===== src/sv/olar_pkg.sv =====
`timescale 1ns / 1ps

package olar_pkg;

   localparam int VALUE_W  = 32;
   localparam int STATUS_W = 2;
   localparam int COUNT_W  = 5;
   localparam int POS_W    = 4;
   localparam int RSP_W    = 16;

   localparam logic [STATUS_W-1:0] STATUS_OK        = 2'd0;
   localparam logic [STATUS_W-1:0] STATUS_FULL      = 2'd1;
   localparam logic [STATUS_W-1:0] STATUS_NOT_FOUND = 2'd2;

   localparam logic KIND_APPEND = 1'b0;
   localparam logic KIND_REMOVE = 1'b1;

   typedef enum logic [2:0] {
      S_IDLE  = 3'b001,
      S_APPLY = 3'b010,
      S_HOLD  = 3'b100
   } state_type;

   typedef struct packed {
      logic               match_en;
      logic               apply_en;
      logic               is_remove;
      logic [VALUE_W-1:0] key;
   } cell_ctl_type;

endpackage


===== src/sv/olar_cell.sv =====
`timescale 1ns / 1ps

module olar_cell (
   input  logic                          clock,
   input  logic                          reset,
   input  olar_pkg::cell_ctl_type        ctl,
   input  logic                          occupied,
   input  logic                          write_here,
   input  logic [olar_pkg::VALUE_W-1:0]  nbr_entry,
   input  logic                          found_in,
   output logic                          found_out,
   output logic                          first_hit,
   output logic [olar_pkg::VALUE_W-1:0]  entry_out
);
   import olar_pkg::*;

   logic [VALUE_W-1:0] entry_ff, entry_in;
   logic               match_ff, match_in;

   // compare against the incoming key at accept, register the flag for the update
   always_comb begin
      match_in = match_ff;
      if (ctl.match_en) begin
         match_in = occupied && (entry_ff == ctl.key);
      end
   end

   assign found_out = found_in | match_ff;
   assign first_hit = match_ff & ~found_in;
   assign entry_out = entry_ff;

   // remove: this entry and all after the hit take the right neighbor
   always_comb begin
      entry_in = entry_ff;
      if (ctl.apply_en) begin
         if (ctl.is_remove) begin
            if (found_in || match_ff) begin
               entry_in = nbr_entry;
            end
         end else if (write_here) begin
            entry_in = ctl.key;
         end
      end
   end

   always_ff @(posedge clock) begin
      if (reset) begin
         match_ff <= 1'b0;
      end else begin
         match_ff <= match_in;
      end
   end

   always_ff @(posedge clock) begin
      entry_ff <= entry_in;
   end

endmodule


===== src/sv/ordered_list_append_remove_top.sv =====
// Ordered list of signed 32-bit values held in insertion order.
// Input channel req_*: one transaction per operation. req_tuser is the kind
// (0 append at tail, 1 remove first entry equal to the value), req_tdata the
// value. Result channel rsp_*: one transaction per operation carrying status
// (ok, full, not found), the entry count afterwards and the position touched.
// Each entry lives in one cell of a chain. At accept every cell compares its
// entry with the value; in the apply state the first hit is resolved along the
// chain, later cells shift one place toward the head (or the first free cell takes
// an appended value) and the result is registered.
// A new operation is accepted only after the last one has been applied;
// req_tready is high again the cycle after the update.
// The result register is a separate stage: a new operation is accepted while
// an earlier result still waits; the update waits only if that result has
// not been taken, and req_tready stays low until it is.
// Reset (synchronous, active high) empties the list and drops any pending
// result; entry storage is not cleared and is never read before written.
`timescale 1ns / 1ps

module ordered_list_append_remove_top #(
   parameter int CAPACITY = 16
) (
   input  logic        clock,
   input  logic        reset,
   input  logic        req_tvalid,
   output logic        req_tready,
   input  logic [31:0] req_tdata,   // [31:0] value
   input  logic        req_tuser,   // [0] kind
   output logic        rsp_tvalid,
   input  logic        rsp_tready,
   output logic [15:0] rsp_tdata    // [1:0] status, [6:2] entry_count, [10:7] position, pad
);
   import olar_pkg::*;

   localparam int CNT_W = $clog2(CAPACITY + 1);
   localparam int IDX_W = (CAPACITY > 1) ? $clog2(CAPACITY) : 1;

   state_type state_ff, state_in;

   logic [CNT_W-1:0]    count_ff, count_in;
   logic [VALUE_W-1:0]  value_ff, value_in;
   logic                kind_ff, kind_in;
   logic                rsp_valid_ff, rsp_valid_in;
   logic [STATUS_W-1:0] rsp_status_ff, rsp_status_in;
   logic [COUNT_W-1:0]  rsp_count_ff, rsp_count_in;
   logic [POS_W-1:0]    rsp_pos_ff, rsp_pos_in;

   logic                req_fire, apply_go, full;
   cell_ctl_type        ctl;

   logic [VALUE_W-1:0]  entry_q   [CAPACITY];
   logic [CAPACITY-1:0] found_chain;
   logic [CAPACITY-1:0] first_hit;
   logic [IDX_W-1:0]    hit_idx;

   assign req_tready = (state_ff == S_IDLE);
   assign req_fire   = req_tvalid && req_tready;
   assign apply_go   = (state_ff == S_APPLY) && (!rsp_valid_ff || rsp_tready);
   assign full       = (count_ff == CNT_W'(CAPACITY));

   always_comb begin
      ctl.match_en  = req_fire;
      ctl.apply_en  = apply_go && !(kind_ff == KIND_APPEND && full);
      ctl.is_remove = (kind_ff == KIND_REMOVE);
      ctl.key       = req_fire ? req_tdata : value_ff;
   end

   for (genvar i = 0; i < CAPACITY; i++) begin : g_cell
      logic                found_prev;
      logic [VALUE_W-1:0]  nbr;
      if (i == 0) begin : g_head
         assign found_prev = 1'b0;
      end else begin : g_mid
         assign found_prev = found_chain[i-1];
      end
      if (i == CAPACITY - 1) begin : g_tail
         assign nbr = entry_q[i];
      end else begin : g_inner
         assign nbr = entry_q[i+1];
      end
      olar_cell u_cell (
         .clock      (clock),
         .reset      (reset),
         .ctl        (ctl),
         .occupied   (count_ff > CNT_W'(i)),
         .write_here (count_ff == CNT_W'(i)),
         .nbr_entry  (nbr),
         .found_in   (found_prev),
         .found_out  (found_chain[i]),
         .first_hit  (first_hit[i]),
         .entry_out  (entry_q[i])
      );
   end

   always_comb begin
      hit_idx = '0;
      for (int i = 0; i < CAPACITY; i++) begin
         if (first_hit[i]) begin
            hit_idx = hit_idx | IDX_W'(i);
         end
      end
   end

   always_comb begin
      state_in      = state_ff;
      value_in      = value_ff;
      kind_in       = kind_ff;
      count_in      = count_ff;
      rsp_valid_in  = rsp_valid_ff;
      rsp_status_in = rsp_status_ff;
      rsp_count_in  = rsp_count_ff;
      rsp_pos_in    = rsp_pos_ff;

      if (rsp_valid_ff && rsp_tready) begin
         rsp_valid_in = 1'b0;
      end

      unique case (state_ff)
         S_IDLE: begin
            if (req_fire) begin
               value_in = req_tdata;
               kind_in  = req_tuser;
               state_in = S_APPLY;
            end
         end
         S_APPLY: begin
            if (apply_go) begin
               rsp_valid_in = 1'b1;
               if (kind_ff == KIND_APPEND) begin
                  if (full) begin
                     rsp_status_in = STATUS_FULL;
                     rsp_pos_in    = '0;
                  end else begin
                     count_in      = count_ff + CNT_W'(1);
                     rsp_status_in = STATUS_OK;
                     rsp_pos_in    = POS_W'(count_ff);
                  end
               end else begin
                  if (found_chain[CAPACITY-1]) begin
                     count_in      = count_ff - CNT_W'(1);
                     rsp_status_in = STATUS_OK;
                     rsp_pos_in    = POS_W'(hit_idx);
                  end else begin
                     rsp_status_in = STATUS_NOT_FOUND;
                     rsp_pos_in    = '0;
                  end
               end
               rsp_count_in = COUNT_W'(count_in);
               state_in     = S_IDLE;
            end
         end
         S_HOLD: begin
            state_in = S_IDLE;
         end
         default: begin
            state_in = S_IDLE;
         end
      endcase
   end

   always_ff @(posedge clock) begin
      if (reset) begin
         state_ff     <= S_IDLE;
         count_ff     <= '0;
         rsp_valid_ff <= 1'b0;
      end else begin
         state_ff     <= state_in;
         count_ff     <= count_in;
         rsp_valid_ff <= rsp_valid_in;
      end
   end

   always_ff @(posedge clock) begin
      value_ff      <= value_in;
      kind_ff       <= kind_in;
      rsp_status_ff <= rsp_status_in;
      rsp_count_ff  <= rsp_count_in;
      rsp_pos_ff    <= rsp_pos_in;
   end

   assign rsp_tvalid = rsp_valid_ff;
   assign rsp_tdata  = {5'd0, rsp_pos_ff, rsp_count_ff, rsp_status_ff};

endmodule


===== config.mk =====
export PLATFORM = sky130hd
export DESIGN_NAME = ordered_list_append_remove_top
export DESIGN_NICKNAME = d
export VERILOG_FILES = /design/src/sv/olar_pkg.sv /design/src/sv/olar_cell.sv /design/src/sv/ordered_list_append_remove_top.sv
export SDC_FILE = /design/constraint.sdc
export NUM_CORES = 1
export LEC_CHECK = 0
export ABC_AREA = 1
export BUFFER_PORTS_ARGS = -buffer_cell sky130_fd_sc_hd__buf_2
export CORE_UTILIZATION = 60
export CTS_BUF_LIST = sky130_fd_sc_hd__clkbuf_16
export CTS_CLUSTER_DIAMETER = 100
export CTS_CLUSTER_SIZE = 24
export DETAILED_ROUTE_END_ITERATION = 10
export GPL_TIMING_DRIVEN = 0
export PLACE_DENSITY = 0.77
export SLEW_MARGIN = 40
export SYNTH_ARGS = -nofsm -noshare
export SYNTH_HDL_FRONTEND = slang
export SYNTH_HIERARCHICAL = 1
export SYNTH_SLANG_ARGS = --single-unit

===== constraint.sdc =====
create_clock -name clock -period 5.7 [get_ports clock]
set_input_delay 0 -clock clock [delete_from_list [all_inputs] [get_ports clock]]
set_output_delay 0 -clock clock [all_outputs]
set_load 0.02 [all_outputs]

==> flow_summary.toml, run 1 <==
[run_status]
outcome = "finished, violations left"
violations = "design-rule violations"

[floorplan]
die_w_um = 239
die_height_um = 239
dieArea_um2 = 57100
start_util = 0.609
ios = 55
rows = 86
core_um2 = 55300

[synthesis]
postSynthCellCount = 3951
synth_area_per_cell_um2 = 8.52
syn_area_um2 = 33700
yosysWarnings = 6

[drt]
wl_met1_um = 36300
viasPerCell = 5.52
drtPass1Iterations = 9
vias = 26813
wl_met2_um = 45100
drt_drc_violations_left = 1
drt_wl_total_um = 90400
final_antenna_net_count = 0
wl_per_cell_um = 18.6
dr.max_layer_used = "met4"
route.met3.wl_um = 6220
drtIter0Drc = 2524

[critical_path]
crit_type = "flop to flop"
max_stage_delay_ns = 0.31
startpoint = "g_cell[0].u_cell/match_ff"
crit_end = "rsp_pos_ff[1]"
r2r_end = "rsp_pos_ff[1]"
reg2reg_from = "g_cell[0].u_cell/match_ff"
critPathArrivalTime_ns = 4.87
cp_max_fo = 5
r2r_setup_slack_ns = 1.17
worstPathRequired_ns = 6.04
end_kind = "flop"
cp-start-kind = "flop"
crit_slowest_cell = "dfxtp_1"
ff2ff_path_depth = 36

[sta]
fin_crit_ns = 4.53
tns_ns = 0
hold_violations = 0
max_freq_mhz = 221
finClkSkew_ns = 0.0219
post-route-period-util = 0.795
slew_headroom = 0.412
maxSlewViolCount = 0
rsz0062_at_grt = "false"
setup-violations-final = 0
tightest_slew_ns = 0.879

[flow_run]
max_cap_viol_count = 0

[pwr]
max-vdd-ir-drop_v = 0.000262
power.leakage_nw = 15.6
power.density_nw_per_um2 = 255

[final_layout]
area_growth_pct = 10.0
drive_gt1_frac = 0.108
multi_input_area_um2 = 13800
stdcell_area_um2 = 37000
antenna_cells = 0
fin_nets = 4132
register_area_um2 = 17200
fillers = 4495

[clocking]
h-tree-depth = 1
clkLatencyLatePin_ns = 0.62
clk_pin_slew_ns = 0.11
cts-root-buf = "clkbuf_16"
cts_tree = "done"
numCtsBuffers = 28
clkSinkCount = 580
clockBufferDepth = 3
post_cts_buffers = 0

[place]
place_congestion = 0.914
dpl-instance-area_um2 = 36100
dp_hpwl_um = 64500
portBuffers = 49

[global_routing]
grt_pass1_wl_um = 137000
groute.usage.overall = 0.312
grt_max_degree = 43
grt_pass1_vias = 25577
grt_overflow = 0
antenna_found_initial = 0

[min_path]
hold_depth = 3
holdCritPathClass = "primary input to flop"
-- metal layers --
metal / global-route usage / up-vias
li1: - / 12895
met1: 0.398 / 12682
met2: 0.552 / 1051
met3: 0.0367 / 185
met4: 0.0998 / 0
met5: 0 / -
-- state kept, by name (all words and copies together), names as in the netlist --
name                     count
g_cell.u_cell/entry_out    512
rsp_tvalid                   1
g_cell.u_cell/match_ff      16
kind_ff                      1
state_ff                     2
count_ff                     5
value_ff                    32
rsp_status_ff                2
rsp_count_ff                 5
rsp_pos_ff                   4
-- per-stage QoR --
stage | util | hold slack [ns] | worst slack (ns) | cells | total power [mW]
after floorplan | - | 0.0624 | 1.55 | 3956 | 6.35
after global placement | 0.630 | 0.241 | 0.283 | 4753 | 7.00
after detailed placement | 0.652 | 0.241 | 1.22 | 4794 | 7.14
after CTS | 0.670 | 0.00409 | 1.23 | 4857 | 9.41
after global routing | 0.670 | 0.0468 | 0.711 | 4857 | 9.78
final | 0.670 | 0.0375 | 1.17 | 4857 | 9.45
-- final cells by class --
type	instances	share of cell area
flip-flops and latches	580	0.464
multi-input cells	2593	0.374
inverters	672	0.0681
repair buffers	102	0.0311
well taps	748	0.0253
clock buffers	30	0.0203
plain buffers	111	0.0156
clock inverters	21	0.00233
-- repair_timing --
| item | in CTS | in global routing |
|---|---|---|
| resized for setup | 0 | 0 |
| hold endpoints to repair | 27 | 0 |
| hold buffers | 12 | 0 |
-- cell usage in the layout, fill, tap and decap left out, types with 6 or more instances in the layout --
master,count
ha_1,7
dlygate4sd3_1,12
nand2_1,1273
nor2_1,252
dfxtp_1,24
a21oi_1,11
edfxtp_1,556
mux2_2,64
buf_16,13
clkbuf_1,35
clkbuf_16,30
nand2_2,28
a31oi_4,16
buf_2,102
xnor2_1,176
buf_8,23
nand3_2,17
or2_2,16
nand2_4,23
o21ai_0,362
nand4_1,83
o22ai_1,17
inv_1,649
conb_1,6
inv_2,40
xor2_1,16
nand3_1,46
nor2_2,21
buf_4,21
mux2_1,128
a21oi_2,16
-- worst min path at each step --
| stage | startpoint | end | slack [ns] |
|---|---|---|---|
| finish | req_tdata[10] | value_ff[10] | 0.04 |
| global route | req_tdata[13] | value_ff[13] | 0.05 |
| CTS | req_tdata[2] | value_ff[2] | 0.004 |
| detailed placement | req_tuser | kind_ff | 0.24 |
| global placement | req_tuser | kind_ff | 0.24 |
| floorplan | reset | g_cell[0].u_cell/match_ff | 0.06 |
-- critical path: cells and delay by family (launching register included) --
family,cells,cell delay (ns)
buf+inv,17,2.05
simple gates,17,1.65
flops,1,0.31
compound gates,2,0.24
-- where the power goes --
group / leakage [nW] / switching (mW) / internal [mW]
clock: 0.475 / 1.38 / 0.960
combinational: 9.85 / 1.52 / 0.739
sequential: 5.27 / 0.0384 / 4.82
Note: power is estimated with default switching activity, not from simulation.
==> run 2, diff against run 1 <==
==> constraint.sdc (replaced) <==
create_clock -name clock -period 4.69 [get_ports clock]
set_input_delay 0 -clock clock [delete_from_list [all_inputs] [get_ports clock]]
set_output_delay 0 -clock clock [all_outputs]
set_load 0.02 [all_outputs]
==> run 2 against run 1 <==
Effect of this change: the run now ends clean; combinational power grew 22%; flip-flop and latch count did not move; routed wire length down 0.13%; fmax up 7.7%; die area stayed put; worst hold slack about the same; non-clock buffer count is the same; clock skew up 0.0012 ns; largest cell class unchanged.
==> flow_summary.toml, run 2 (synthesized netlist as in run 1, its figures left out) <==
[run_status]
outcome = "complete, no violations"

[drt]
final_antenna_net_count = 0
drtPass1Iterations = 6
vias = 26718
drt_wl_total_um = 90300
viasPerCell = 5.50
drt_drc_violations_left = 0
wl_per_cell_um = 18.6
drtIter0Drc = 2733

[critical_path]
crit_type = "flop to flop"
crit_path_frequent_cell = "nand2_1"
crit_slowest_cell = "dfxtp_1"
critPathArrivalTime_ns = 4.57
cp-start-kind = "flop"
max_stage_delay_ns = 0.31
worstPathRequired_ns = 5.05
cp_max_fo = 5
r2r_setup_slack_ns = 0.48
end_kind = "flop"

[floorplan]
rows = 86
ios = 55
die_height_um = 239
core_um2 = 55300
die_w_um = 239
dieArea_um2 = 57100
start_util = 0.609

[place]
portBuffers = 49
place_congestion = 0.914
place_inst = 4794
dp_hpwl_um = 64500

[sta]
setup-violations-final = 0
post-route-period-util = 0.897
tightest_slew_ns = 0.872
tns_ns = 0
slew_headroom = 0.417
rsz0062_at_grt = "false"
max_freq_mhz = 238
worst_hold_slack_ns = 0.0373
fin_crit_ns = 4.21
hold_violations = 0
maxSlewViolCount = 0
finClkSkew_ns = 0.0230

[pwr]
intPower_mw = 7.92
combPwrFrac = 0.239
seqPwrFrac = 0.514
p_clk_frac = 0.247
max-vdd-ir-drop_v = 0.000319
swShare = 0.310
power.leakage_nw = 15.6
switchingPower_mw = 3.56
power.density_nw_per_um2 = 310
power_mw = 11.5

[global_routing]
groute.usage.overall = 0.312
grt_pass1_vias = 25577
grt_overflow = 0
grt_max_degree = 43
grt_pass1_wl_um = 137000
antenna_found_initial = 0

[clocking]
cts_tree = "done"
clkSinkCount = 580
numCtsBuffers = 28
h-tree-depth = 1
cts-root-buf = "clkbuf_16"
clk_pin_slew_ns = 0.11
clkLatencyLatePin_ns = 0.62
clockBufferDepth = 3

[final_layout]
final_common_cell = "nand2_1"
area_growth_pct = 10.0
antenna_cells = 0
final_cells = 4857
fin_nets = 4132
largest_reg_flops = 512
layout_common_cells = "1272 x nand2_1, 642 x inv_1, 556 x edfxtp_1"
drive_gt1_frac = 0.110

[min_path]
holdCritPathClass = "primary input to flop"

[flow_run]
max_cap_viol_count = 0
## run 2: layout make-up
class,count,area [um^2]
Clock buffer,30,751
Multi-Input combinational cell,2593,13800
Clock inverter,21,86.3
Tap cell,748,936
Buffer,111,577
Sequential cell,580,17200
Inverter,672,2520
Fill cell,4495,18300
Timing Repair Buffer,102,1150
## run 2: metal layers
metal | GRT usage | routed length (um)
met5 | 0 | 0
met4 | 0.0998 | 2790
met3 | 0.0367 | 6300
met2 | 0.552 | 45100
met1 | 0.398 | 36100
## run 2: what timing repair did
action | in CTS | in global routing
hold buffers | 12 | 0
setup endpoints to repair | 0 | 31
endpoints found under the hold margin | 27 | 0
setup buffers | 0 | 0
resized for setup | 0 | 8
## run 2: worst paths after layout
check                                                   start                             to  depth (start not counted)
worst max register to register      g_cell[0].u_cell/match_ff                rsp_count_ff[0]                         36
worst min register to register  g_cell[6].u_cell/entry_out[2]  g_cell[5].u_cell/entry_out[2]                          2
worst min-delay path                            req_tdata[10]                   value_ff[10]                          3
worst max-delay path                g_cell[0].u_cell/match_ff                rsp_count_ff[0]                         36
## run 2: power by group through the flow
stage               Clock, mW  Combinational, mW  Sequential [mW]
floorplan                   0               1.71             6.01
global placement            0               2.48             6.02
detailed placement          0               2.66             6.02
CTS                      2.86               2.68             5.90
global route             3.00               2.97             5.91
finish                   2.84               2.74             5.90
## run 2: through the flow
stage                      util  setup WS (ns)  instance area (um^2)
after floorplan               -          0.535                 33700
after global placement    0.630         -0.727                 34900
after detailed placement  0.652          0.208                 36100
after CTS                 0.670          0.216                 37000
after global routing      0.670         0.0350                 37000
final                     0.670          0.484                 37000
## run 2: critical path, delay by kind of cell (launching register included)
kind	cells	cell delay, ns
AND/OR/NAND/NOR	17	1.54
buffers and inverters	17	1.82
flip-flops	1	0.31
AO/OA/AOI/OAI	2	0.31
